==> src/sv/ted_pkg.sv <==
// Package for the text encoding detector: counter width, encoding codes,
// the scanner status struct and GBK byte-class helpers.
// No dependencies.
package ted_pkg;

  // Width of the saturating non-ASCII and pair counters
  localparam int unsigned CountBits = 32;
  localparam logic [CountBits-1:0] CountMax = {CountBits{1'b1}};

  // Encoding classes reported at the end of a stream
  typedef enum logic [2:0] {
    EncUtf8    = 3'd0,
    EncUtf8Bom = 3'd1,
    EncUtf16Le = 3'd2,
    EncUtf16Be = 3'd3,
    EncGbk     = 3'd4,
    EncLatin1  = 3'd5
  } encoding_e;

  // Scanner state after the current byte, handed to the classifier
  typedef struct packed {
    logic [1:0]           head_count;
    logic [15:0]          head_bytes;
    logic                 bom8_match;
    logic [1:0]           utf8_pending;
    logic                 utf8_bad;
    logic [CountBits-1:0] nonascii_total;
    logic [CountBits-1:0] pair_total;
  } ted_status_t;

  // GBK lead byte: 0x81..0xFE
  function automatic logic gbk_lead(input logic [7:0] b);
    gbk_lead = (b >= 8'h81) && (b <= 8'hFE);
  endfunction

  // GBK trail byte: 0x40..0x7E or 0x80..0xFE
  function automatic logic gbk_trail(input logic [7:0] b);
    gbk_trail = ((b >= 8'h40) && (b <= 8'h7E)) || ((b >= 8'h80) && (b <= 8'hFE));
  endfunction

  // Saturating increment of a counter
  function automatic logic [CountBits-1:0] sat_inc(input logic [CountBits-1:0] v);
    sat_inc = (v == CountMax) ? v : v + CountBits'(1);
  endfunction

endpackage

==> src/sv/ted_scan.sv <==
// Per-byte scanner of the text encoding detector: BOM head capture,
// UTF-8 lead/continuation tracker and GBK pair scanner.
// Depends on ted_pkg.
module ted_scan (
  input  logic                 clk_i,
  input  logic                 rst_ni,
  input  logic                 accept_i,
  input  logic                 has_byte_i,
  input  logic                 last_i,
  input  logic [7:0]           data_byte_i,
  output ted_pkg::ted_status_t status_o
);

  logic [1:0]                    head_count_q, head_count_d;
  logic [15:0]                   head_bytes_q, head_bytes_d;
  logic                          bom8_match_q, bom8_match_d;
  logic [1:0]                    utf8_pending_q, utf8_pending_d;
  logic                          utf8_bad_q, utf8_bad_d;
  logic                          gbk_wait_q, gbk_wait_d;
  logic [ted_pkg::CountBits-1:0] nonascii_q, nonascii_d;
  logic [ted_pkg::CountBits-1:0] pairs_q, pairs_d;
  logic                          take;

  assign take = accept_i && has_byte_i;

  // Update all trackers with the incoming byte
  always_comb begin
    head_count_d   = head_count_q;
    head_bytes_d   = head_bytes_q;
    bom8_match_d   = bom8_match_q;
    utf8_pending_d = utf8_pending_q;
    utf8_bad_d     = utf8_bad_q;
    gbk_wait_d     = gbk_wait_q;
    nonascii_d     = nonascii_q;
    pairs_d        = pairs_q;
    if (take) begin
      // capture the head for BOM matching
      unique case (head_count_q)
        2'd0: begin
          head_bytes_d = {data_byte_i, 8'h00};
          head_count_d = 2'd1;
        end
        2'd1: begin
          head_bytes_d = {head_bytes_q[15:8], data_byte_i};
          head_count_d = 2'd2;
        end
        2'd2: begin
          bom8_match_d = (head_bytes_q == 16'hEFBB) && (data_byte_i == 8'hBF);
          head_count_d = 2'd3;
        end
        default: begin
          head_count_d = head_count_q;
        end
      endcase

      // UTF-8 lead and continuation tracking
      if (!utf8_bad_q) begin
        if (utf8_pending_q != 2'd0) begin
          if (data_byte_i[7:6] == 2'b10) begin
            utf8_pending_d = utf8_pending_q - 2'd1;
          end else begin
            utf8_bad_d = 1'b1;
          end
        end else if (data_byte_i[7]) begin
          priority if (!data_byte_i[6]) begin
            utf8_bad_d = 1'b1;
          end else if (!data_byte_i[5]) begin
            utf8_pending_d = 2'd1;
          end else if (!data_byte_i[4]) begin
            utf8_pending_d = 2'd2;
          end else begin
            utf8_pending_d = 2'd3;
          end
        end
      end

      // GBK pair scanning with one byte of lookahead
      if (gbk_wait_q && ted_pkg::gbk_trail(data_byte_i)) begin
        pairs_d    = ted_pkg::sat_inc(pairs_q);
        gbk_wait_d = 1'b0;
      end else begin
        gbk_wait_d = 1'b0;
        if (data_byte_i[7]) begin
          nonascii_d = ted_pkg::sat_inc(nonascii_q);
          gbk_wait_d = ted_pkg::gbk_lead(data_byte_i);
        end
      end
    end
  end

  // Hand the post-byte state to the classifier
  always_comb begin
    status_o.head_count     = head_count_d;
    status_o.head_bytes     = head_bytes_d;
    status_o.bom8_match     = bom8_match_d;
    status_o.utf8_pending   = utf8_pending_d;
    status_o.utf8_bad       = utf8_bad_d;
    status_o.nonascii_total = nonascii_d;
    status_o.pair_total     = pairs_d;
  end

  // Hold state between bytes; clear at the end of each stream
  always_ff @(posedge clk_i or negedge rst_ni) begin
    if (!rst_ni) begin
      head_count_q   <= 2'd0;
      head_bytes_q   <= 16'h0000;
      bom8_match_q   <= 1'b0;
      utf8_pending_q <= 2'd0;
      utf8_bad_q     <= 1'b0;
      gbk_wait_q     <= 1'b0;
      nonascii_q     <= '0;
      pairs_q        <= '0;
    end else if (accept_i && last_i) begin
      head_count_q   <= 2'd0;
      head_bytes_q   <= 16'h0000;
      bom8_match_q   <= 1'b0;
      utf8_pending_q <= 2'd0;
      utf8_bad_q     <= 1'b0;
      gbk_wait_q     <= 1'b0;
      nonascii_q     <= '0;
      pairs_q        <= '0;
    end else begin
      head_count_q   <= head_count_d;
      head_bytes_q   <= head_bytes_d;
      bom8_match_q   <= bom8_match_d;
      utf8_pending_q <= utf8_pending_d;
      utf8_bad_q     <= utf8_bad_d;
      gbk_wait_q     <= gbk_wait_d;
      nonascii_q     <= nonascii_d;
      pairs_q        <= pairs_d;
    end
  end

endmodule

==> src/sv/text_encoding_detector_core.sv <==
// Top level of the text encoding detector: byte scanner, end-of-stream
// classifier and result register.
// Depends on ted_pkg and ted_scan.
//
//  channel  | handshake               | payload
//  ---------+-------------------------+-------------------------------------
//  input    | in_valid_i / in_ready_o | data_byte_i[7:0], has_byte_i, last_i
//  result   | out_valid_o/out_ready_i | encoding_o[2:0]
//
// One transaction is taken every cycle unless stalled; its byte updates the
// scanner state in that same cycle. A transaction with last set yields one
// result in the result register on the next cycle and clears the scanner
// for a new stream. Reset clears the scanner and empties the result register.
// The input stalls only while a result waits and the result side is not ready.
module text_encoding_detector_core (
  input  logic       clk_i,
  input  logic       rst_ni,
  input  logic       in_valid_i,
  output logic       in_ready_o,
  input  logic [7:0] data_byte_i,
  input  logic       has_byte_i,
  input  logic       last_i,
  output logic       out_valid_o,
  input  logic       out_ready_i,
  output logic [2:0] encoding_o
);

  logic                  accept;
  ted_pkg::ted_status_t  status;
  ted_pkg::encoding_e    enc_d;
  ted_pkg::encoding_e    enc_q;
  logic                  out_valid_q;
  logic [ted_pkg::CountBits+1:0] pairs_x4;
  logic [ted_pkg::CountBits+1:0] nonascii_x;

  assign in_ready_o = !out_valid_q || out_ready_i;
  assign accept     = in_valid_i && in_ready_o;

  ted_scan u_scan (
    .clk_i       (clk_i),
    .rst_ni      (rst_ni),
    .accept_i    (accept),
    .has_byte_i  (has_byte_i),
    .last_i      (last_i),
    .data_byte_i (data_byte_i),
    .status_o    (status)
  );

  assign pairs_x4   = {status.pair_total, 2'b00};
  assign nonascii_x = {2'b00, status.nonascii_total};

  // Classify the stream from the state after its final byte
  always_comb begin
    priority if (status.head_count == 2'd3 && status.bom8_match) begin
      enc_d = ted_pkg::EncUtf8Bom;
    end else if (status.head_count >= 2'd2 && status.head_bytes == 16'hFFFE) begin
      enc_d = ted_pkg::EncUtf16Le;
    end else if (status.head_count >= 2'd2 && status.head_bytes == 16'hFEFF) begin
      enc_d = ted_pkg::EncUtf16Be;
    end else if (status.head_count == 2'd0) begin
      enc_d = ted_pkg::EncUtf8;
    end else if (!status.utf8_bad && status.utf8_pending == 2'd0) begin
      enc_d = ted_pkg::EncUtf8;
    end else if (status.nonascii_total != '0 && pairs_x4 > nonascii_x) begin
      enc_d = ted_pkg::EncGbk;
    end else begin
      enc_d = ted_pkg::EncLatin1;
    end
  end

  // Result valid: set on a last transaction, drop when taken
  always_ff @(posedge clk_i or negedge rst_ni) begin
    if (!rst_ni) begin
      out_valid_q <= 1'b0;
    end else if (accept && last_i) begin
      out_valid_q <= 1'b1;
    end else if (out_ready_i) begin
      out_valid_q <= 1'b0;
    end
  end

  // Result payload
  always_ff @(posedge clk_i) begin
    if (accept && last_i) begin
      enc_q <= enc_d;
    end
  end

  assign out_valid_o = out_valid_q;
  assign encoding_o  = 3'(enc_q);

endmodule
==> config.mk <==
export PLATFORM = sky130hd
export DESIGN_NAME = text_encoding_detector_core
export DESIGN_NICKNAME = d
export VERILOG_FILES = /design/src/sv/ted_pkg.sv /design/src/sv/ted_scan.sv /design/src/sv/text_encoding_detector_core.sv
export SDC_FILE = /design/constraint.sdc
export NUM_CORES = 1
export LEC_CHECK = 0
export CORE_AREA = 5 5 95 142
export CTS_BUF_LIST = sky130_fd_sc_hd__clkbuf_8
export CTS_CLUSTER_DIAMETER = 40
export DETAILED_ROUTE_END_ITERATION = 6
export DIE_AREA = 0 0 100 147
export DONT_BUFFER_PORTS = 1
export GPL_ROUTABILITY_DRIVEN = 0
export PLACE_DENSITY = 0.75
export SYNTH_ARGS = -nofsm -noshare
export SYNTH_HDL_FRONTEND = slang
export SYNTH_SLANG_ARGS = --single-unit
==> constraint.sdc <==
create_clock -name clk_i -period 6.68 [get_ports clk_i]
set_input_delay 0.668 -clock clk_i [delete_from_list [all_inputs] [get_ports clk_i]]
set_output_delay 0.668 -clock clk_i [all_outputs]
set_load 0.01 [all_outputs]
==> results.json, run 1 <==
{
  "outcome": "finished, final reports clean",
  "path_class": "reg2reg",
  "worstReg2RegStart": "out_valid_o$_DFFE_PN0P_",
  "die_x_um": 100,
  "setup-tns-final_ns": 0,
  "ys_warn_count": 0,
  "ant_nets": 0,
  "postCtsSetupBuffers": 0,
  "grt_max_degree": 89,
  "path_clk_slew_ns": 0.10,
  "slew_viol_final": 0,
  "ys_ff_latch": 91,
  "hold_viol": 0,
  "portBuffers": 0,
  "slew_headroom": 0.541,
  "reg2reg_depth": 15,
  "overflow": 0,
  "hold_class": "in2async",
  "regArea_mm2": 0.00229,
  "drive_above_1_share": 0.0393,
  "syn_area_per_cell_um2": 8.83,
  "max-cap-violations": 0,
  "via_per_inst": 6.24,
  "power.density_mw_per_mm2": 182,
  "synth.yosys.seq_area_share": 0.386,
  "numCtsBuffers": 9,
  "yosysUniqueCellTypes": 55,
  "antenna_found_initial": 0,
  "syn_inst": 672,
  "start_util": 0.487,
  "pin_count": 19,
  "power.total_w": 0.00114,
  "multi_input_area_mm2": 0.00346,
  "wl_um": 14800,
  "reg2reg_slack_ns": 1.88,
  "cts_buffer_depth": 2,
  "postSynth.asyncResetShare": 0.967,
  "synth_top_area_cell": "dfrtp_1",
  "cts_htree_levels": 3,
  "drt_iter0_markers": 368,
  "crit_arrival_ns": 4.93,
  "final_cells": 817,
  "drc": 0,
  "cts_sinks": 91,
  "syn_nets": 719,
  "cts_resized": 0,
  "grt_usage": 0.207,
  "netlist_area_mm2": 0.00594,
  "start_kind": "flip-flop",
  "syn2layout_area_growth_pct": 5.38,
  "tightest_slew_ns": 0.684,
  "grt_pass1_vias": 5063,
  "p_leak_nw": 2.75,
  "final_cell_mix": "dfrtp_1 (88), nor2_1 (83), nand3_1 (46)",
  "antenna_cells": 0,
  "max-vdd-ir-drop_mv": 0.0894,
  "rr_endpoint": "encoding_o[0]$_SDFFCE_PP1P_",
  "cts_root_buf": "clkbuf_8",
  "nets": 703,
  "yosys.area.top_type_share": 0.371,
  "rsz0062_at_grt": "no",
  "dieArea_mm2": 0.0147,
  "die_y_um": 147,
  "crit_required_ns": 6.81,
  "max_freq_mhz": 209,
  "dr.pass1.iters": 5,
  "design.core.area_mm2": 0.0122,
  "synth_edf_count": 3,
  "skew_ns": 0.00783,
  "critPathCaptureType": "flip-flop",
  "ctsHoldBuffers": 1,
  "setup_viol": 0,
  "clk_latency_ns": 0.37,
  "yosys_most_used_dff": "dfrtp_1",
  "cts_tree": "yes",
  "dr_total_vias": 5095,
  "finalCritPeriodShare": 0.718,
  "finalCriticalPeriod_ns": 4.80,
  "grt_pass1_wl_um": 24300,
  "avgRoutedWirePerCell_um": 18.1,
  "dpl.hpwl_um": 11000,
  "cp_max_fo": 13,
  "fill_cells": 1100,
  "fp-row-count": 50,
  "dpl.cell_count": 800,
  "final_common_cell": "dfrtp_1",
  "ys_top_cells_by_area": "dfrtp_1 (37%), ha_1 (7.0%), xnor2_1 (6.0%), nor2_1 (5.2%), and2_1 (4.2%)"
}
## worst max-delay path, cell delays in order, from the launching register on
cell and delay, ns:
dfrtp_1 0.42, nor2b_1 0.20, nor2_1 0.53, nand3_1 0.52, nor4_2 0.69, nand4_1 0.20
xor2_1 0.20, ha_1 0.31, nand4_1 0.12, nor3_1 0.27, nand3_1 0.15, nor3_1 0.29
a221oi_1 0.14, a32oi_1 0.19, o21ai_0 0.10, a41o_1 0.22
## flip-flops by register name, summed over array words and instances (netlist names)
register and cells:
u_scan.gbk_wait_q 1, u_scan.nonascii_q 32, u_scan.bom8_match_q 1, u_scan.head_bytes_q 16
encoding_o 3, out_valid_o 1, u_scan.utf8_bad_q 1, u_scan.head_count_q 2
u_scan.pairs_q 32, u_scan.utf8_pending_q 2
## kinds of logic after synthesis
group / after synthesis / share of synthesized area
multiplexers: 15 / 0.0257
adder cells (fa/ha/maj): 33 / 0.0696
buffers and inverters: 49 / 0.0320
XOR/XNOR: 62 / 0.0915
flip-flops: 91 / 0.386
AO/OA/AOI/OAI: 75 / 0.0858
AND/OR/NAND/NOR: 347 / 0.309
## cell type report
| class | count | area share |
|---|---|---|
| clock buffers | 11 | 0.0242 |
| repair buffers | 5 | 0.00920 |
| flip-flops and latches | 91 | 0.366 |
| clock inverters | 5 | 0.00560 |
| inverters | 17 | 0.0102 |
| multi-input cells | 532 | 0.553 |
| well taps | 156 | 0.0312 |
## layer usage
layer | vias up | global-route usage | part of all wire | routed length [um]
li1 | 2396 | - | - | -
met1 | 2432 | 0.224 | 0.37 | 5500
met2 | 208 | 0.378 | 0.53 | 7810
met3 | 59 | 0.0366 | 0.053 | 781
met4 | 0 | 0.105 | 0.046 | 676
met5 | - | 0 | 0 | 0
## power breakdown
group          total, W  switching (W)  internal [W]  leakage [nW]
clock          0.000363       0.000206      0.000157         0.102
combinational  0.000163      0.0000989     0.0000643          1.40
sequential     0.000614      0.0000303      0.000583          1.24
## stage by stage
step                      area (um2)   util  hold WS, ns  setup WS (ns)
after floorplan                 5940      -        0.372           2.69
after global placement          6040  0.495        0.374           2.02
after detailed placement        6040  0.495        0.375           1.83
after CTS                       6250  0.513        0.209           1.95
after global routing            6250  0.513        0.222           1.44
final                           6250  0.513        0.175           1.88
## cells in the mapped netlist (6+ instances only)
cell type and n:
a21o_1 6, a21oi_1 24, and2_1 40, and3_1 24
and4_1 11, clkbuf_1 26, dfrtp_1 88, ha_1 33
inv_1 17, mux2i_1 13, nand2_1 44, nand3_1 46
nand4_1 30, nor2_1 83, nor2b_1 6, nor3_1 16
nor4_1 18, o21ai_0 13, or4_1 7, xnor2_1 41
xor2_1 21
## how the worst max path moves through the flow
stage	from	to	slack, ns	depth (start not counted)
after detailed placement	in_valid_i	encoding_o[0]$_SDFFCE_PP1P_	1.83	15
after global routing	out_valid_o$_DFFE_PN0P_	encoding_o[0]$_SDFFCE_PP1P_	1.44	15
after CTS	out_valid_o$_DFFE_PN0P_	encoding_o[0]$_SDFFCE_PP1P_	1.95	15
after global placement	in_valid_i	encoding_o[0]$_SDFFCE_PP1P_	2.02	15
final	out_valid_o$_DFFE_PN0P_	encoding_o[0]$_SDFFCE_PP1P_	1.88	15
after floorplan	out_ready_i	encoding_o[0]$_SDFFCE_PP1P_	2.69	17
No activity file was read; power rests on OpenSTA's default activity.
==> run 2, diff against run 1 <==
--- a/config.mk
+++ b/config.mk
@@ -5,14 +5,15 @@
 export SDC_FILE = /design/constraint.sdc
 export NUM_CORES = 1
 export LEC_CHECK = 0
-export CORE_AREA = 5 5 95 142
+export ABC_AREA = 1
+export CORE_AREA = 5 5 98 146
 export CTS_BUF_LIST = sky130_fd_sc_hd__clkbuf_8
 export CTS_CLUSTER_DIAMETER = 40
 export DETAILED_ROUTE_END_ITERATION = 6
-export DIE_AREA = 0 0 100 147
+export DIE_AREA = 0 0 103 151
 export DONT_BUFFER_PORTS = 1
 export GPL_ROUTABILITY_DRIVEN = 0
-export PLACE_DENSITY = 0.75
+export PLACE_DENSITY = 0.78
 export SYNTH_ARGS = -nofsm -noshare
 export SYNTH_HDL_FRONTEND = slang
 export SYNTH_SLANG_ARGS = --single-unit
==> constraint.sdc (replaced) <==
create_clock -name clk_i -period 4.4 [get_ports clk_i]
set_input_delay 0.44 -clock clk_i [delete_from_list [all_inputs] [get_ports clk_i]]
set_output_delay 0.44 -clock clk_i [all_outputs]
set_load 0.01 [all_outputs]
==> results.json, run 2 <==
{
  "fp-row-count": 51,
  "path_class": "reg2reg",
  "synthTopCellsByCount": "nand2_1 (178), nor2_1 (160), inv_1 (136)",
  "dr.pass1.iters": 5,
  "min_path_cells": 2,
  "via_per_inst": 5.30,
  "portBuffers": 0,
  "outcome": "finished, final reports clean",
  "rr_endpoint": "encoding_o[0]$_SDFFCE_PP1P_",
  "yosys.area_share.adder": 0.0652,
  "grt_pass1_vias": 5667,
  "path_clk_slew_ns": 0.09,
  "worstReg2RegStart": "u_scan.pairs_q[0]$_DFF_PN0_",
  "cts_tree": "yes",
  "postCtsSetupBuffers": 0,
  "p_int_w": 0.00122,
  "wl_met1_um": 5850,
  "dieArea_mm2": 0.0156,
  "synth_top_family_by_area": "simple AND/OR/NAND/NOR gates",
  "critPathTopFamily": "simple AND/OR/NAND/NOR gates",
  "synth_xor_area_frac": 0.0437,
  "grt_usage": 0.215,
  "p_leak_nw": 3.41,
  "pre_cts_ws_ns": 0.626,
  "setup_ws_ns": 0.598,
  "cts_resized": 0,
  "design.core.area_mm2": 0.0129,
  "antenna_found_initial": 0,
  "combPwrFrac": 0.152,
  "numCtsBuffers": 9,
  "cp_slowest_cell": "dfrtp_1",
  "synth.yosys.seq_area_share": 0.362,
  "overflow": 0,
  "startpoint": "u_scan.pairs_q[0]$_DFF_PN0_",
  "finalCriticalPeriod_ns": 3.80,
  "ant_nets": 0,
  "start_util": 0.491,
  "cts_buffer_depth": 2,
  "antenna_cells": 0,
  "sw_frac_of_total": 0.297,
  "nets": 932,
  "cts_sinks": 91,
  "avgRoutedWirePerCell_um": 14.9,
  "yosys_most_used_dff": "dfrtp_1",
  "die_x_um": 103,
  "synth_edf_count": 3,
  "grt_max_degree": 89,
  "hold_class": "in2reg",
  "drc": 0,
  "ys_warn_count": 0,
  "ctsHoldBuffers": 2,
  "yosysUniqueCellTypes": 49,
  "wl_um": 15600,
  "max-cap-violations": 0,
  "max-vdd-ir-drop_mv": 0.246,
  "clk_latency_ns": 0.37,
  "clockPowerShare": 0.326,
  "wl_met3_um": 501,
  "syn2layout_area_growth_pct": 5.87,
  "cp_max_fo": 4,
  "cpPeakStageDelay_ns": 0.39,
  "power.switching_w": 0.000518,
  "largestRegisters": "u_scan.nonascii_q x32, u_scan.pairs_q x32, u_scan.head_bytes_q x16",
  "cp_common_cell": "nand2_1",
  "setup_viol": 0,
  "postSynth.asyncResetShare": 0.967,
  "crit_required_ns": 4.53,
  "pin_count": 19,
  "p_seq_frac": 0.522,
  "final_cell_mix": "nand2_1 (178), nor2_1 (160), inv_1 (136)",
  "reg2reg_depth": 30,
  "crit_arrival_ns": 3.93,
  "maxUsedRoutingLayer": "met4",
  "synth-simple-area-share": 0.365,
  "drive_above_1_share": 0.0674,
  "grt_pass1_wl_um": 26100,
  "netlist_area_mm2": 0.00633,
  "setup-tns-final_ns": 0,
  "yosysMostFrequentCell": "nand2_1",
  "rsz0062_at_grt": "no",
  "cts_htree_levels": 3,
  "tightest_slew_ns": 0.959,
  "reg2reg_slack_ns": 0.60,
  "hold_viol": 0,
  "ys_ff_latch": 91,
  "synth_top_area_cell": "dfrtp_1",
  "final_common_cell": "nand2_1",
  "synth_mux_area_frac": 0.00158,
  "cts_root_buf": "clkbuf_8",
  "holdCritStartpoint": "last_i",
  "start_kind": "flip-flop",
  "slew_headroom": 0.360,
  "drt_iter0_markers": 194,
  "syn_area_per_cell_um2": 7.16,
  "finalCritPeriodShare": 0.864,
  "slew_viol_final": 0,
  "ys_top_cells_by_area": "dfrtp_1 (35%), nand2_1 (11%), nor2_1 (9.5%), inv_1 (8.1%), ha_1 (6.5%)",
  "max_freq_mhz": 263,
  "dpl.hpwl_um": 12200,
  "yosys.area.top_type_share": 0.348,
  "critPathCaptureType": "flip-flop",
  "die_y_um": 151,
  "power.density_mw_per_mm2": 260,
  "syn_nets": 931,
  "wl_met2_um": 8270,
  "synth_compound_area_frac": 0.0658,
  "skew_ns": 0.0143,
  "syn_inst": 884,
  "critPathBufInv": 4,
  "hold_end": "out_valid_o$_DFFE_PN0P_",
  "dr_total_vias": 5556
}
## run 2: per-stage QoR
step	total power [W]	hold slack [ns]	cell area (um2)	utilization	cells
finish	0.00174	0.271	6710	0.520	1049
global route	0.00183	0.276	6710	0.520	1049
CTS	0.00175	0.269	6710	0.520	1049
detailed placement	0.00117	0.148	6470	0.502	1031
global placement	0.00117	0.148	6470	0.502	1031
floorplan	0.00110	0.144	6330	-	884
## run 2: logic make-up (layout without fill, tap and decap cells)
group	after synthesis	in the layout
flip-flops	91	91
AO/OA/AOI/OAI	72	72
multiplexers	1	1
buffers and inverters	157	163
adder cells (fa/ha/maj)	33	33
XOR/XNOR	29	29
AND/OR/NAND/NOR	501	501
## run 2: final cells by class
class / count / area (um2)
Fill cell: 1243 / 6180
Inverter: 143 / 538
Clock inverter: 7 / 68.8
Timing Repair Buffer: 4 / 52.6
Sequential cell: 91 / 2290
Multi-Input combinational cell: 636 / 3430
Tap cell: 159 / 199
Clock buffer: 9 / 124
## run 2: power groups by stage
stage               clock [W]  combinational, W  sequential (W)
floorplan                   0          0.000185        0.000918
global placement            0          0.000241        0.000925
detailed placement          0          0.000244        0.000926
CTS                  0.000573          0.000267        0.000910
global route         0.000609          0.000302        0.000916
finish               0.000568          0.000265        0.000910
## run 2: how the worst max path moves through the flow
stage / end / cells after the start / slack (ns)
finish: encoding_o[0]$_SDFFCE_PP1P_ / 30 / 0.60
global route: encoding_o[0]$_SDFFCE_PP1P_ / 30 / 0.26
CTS: encoding_o[0]$_SDFFCE_PP1P_ / 30 / 0.61
detailed placement: encoding_o[0]$_SDFFCE_PP1P_ / 30 / 0.63
global placement: encoding_o[0]$_SDFFCE_PP1P_ / 30 / 0.68
floorplan: encoding_o[0]$_SDFFCE_PP1P_ / 29 / 1.06
## run 2: routing by layer
| layer | track usage | up-vias |
|---|---|---|
| met1 | 0.225 | 2563 |
| met5 | 0 | - |
| li1 | - | 2816 |
| met4 | 0.132 | 0 |
| met3 | 0.0313 | 59 |
| met2 | 0.393 | 118 |
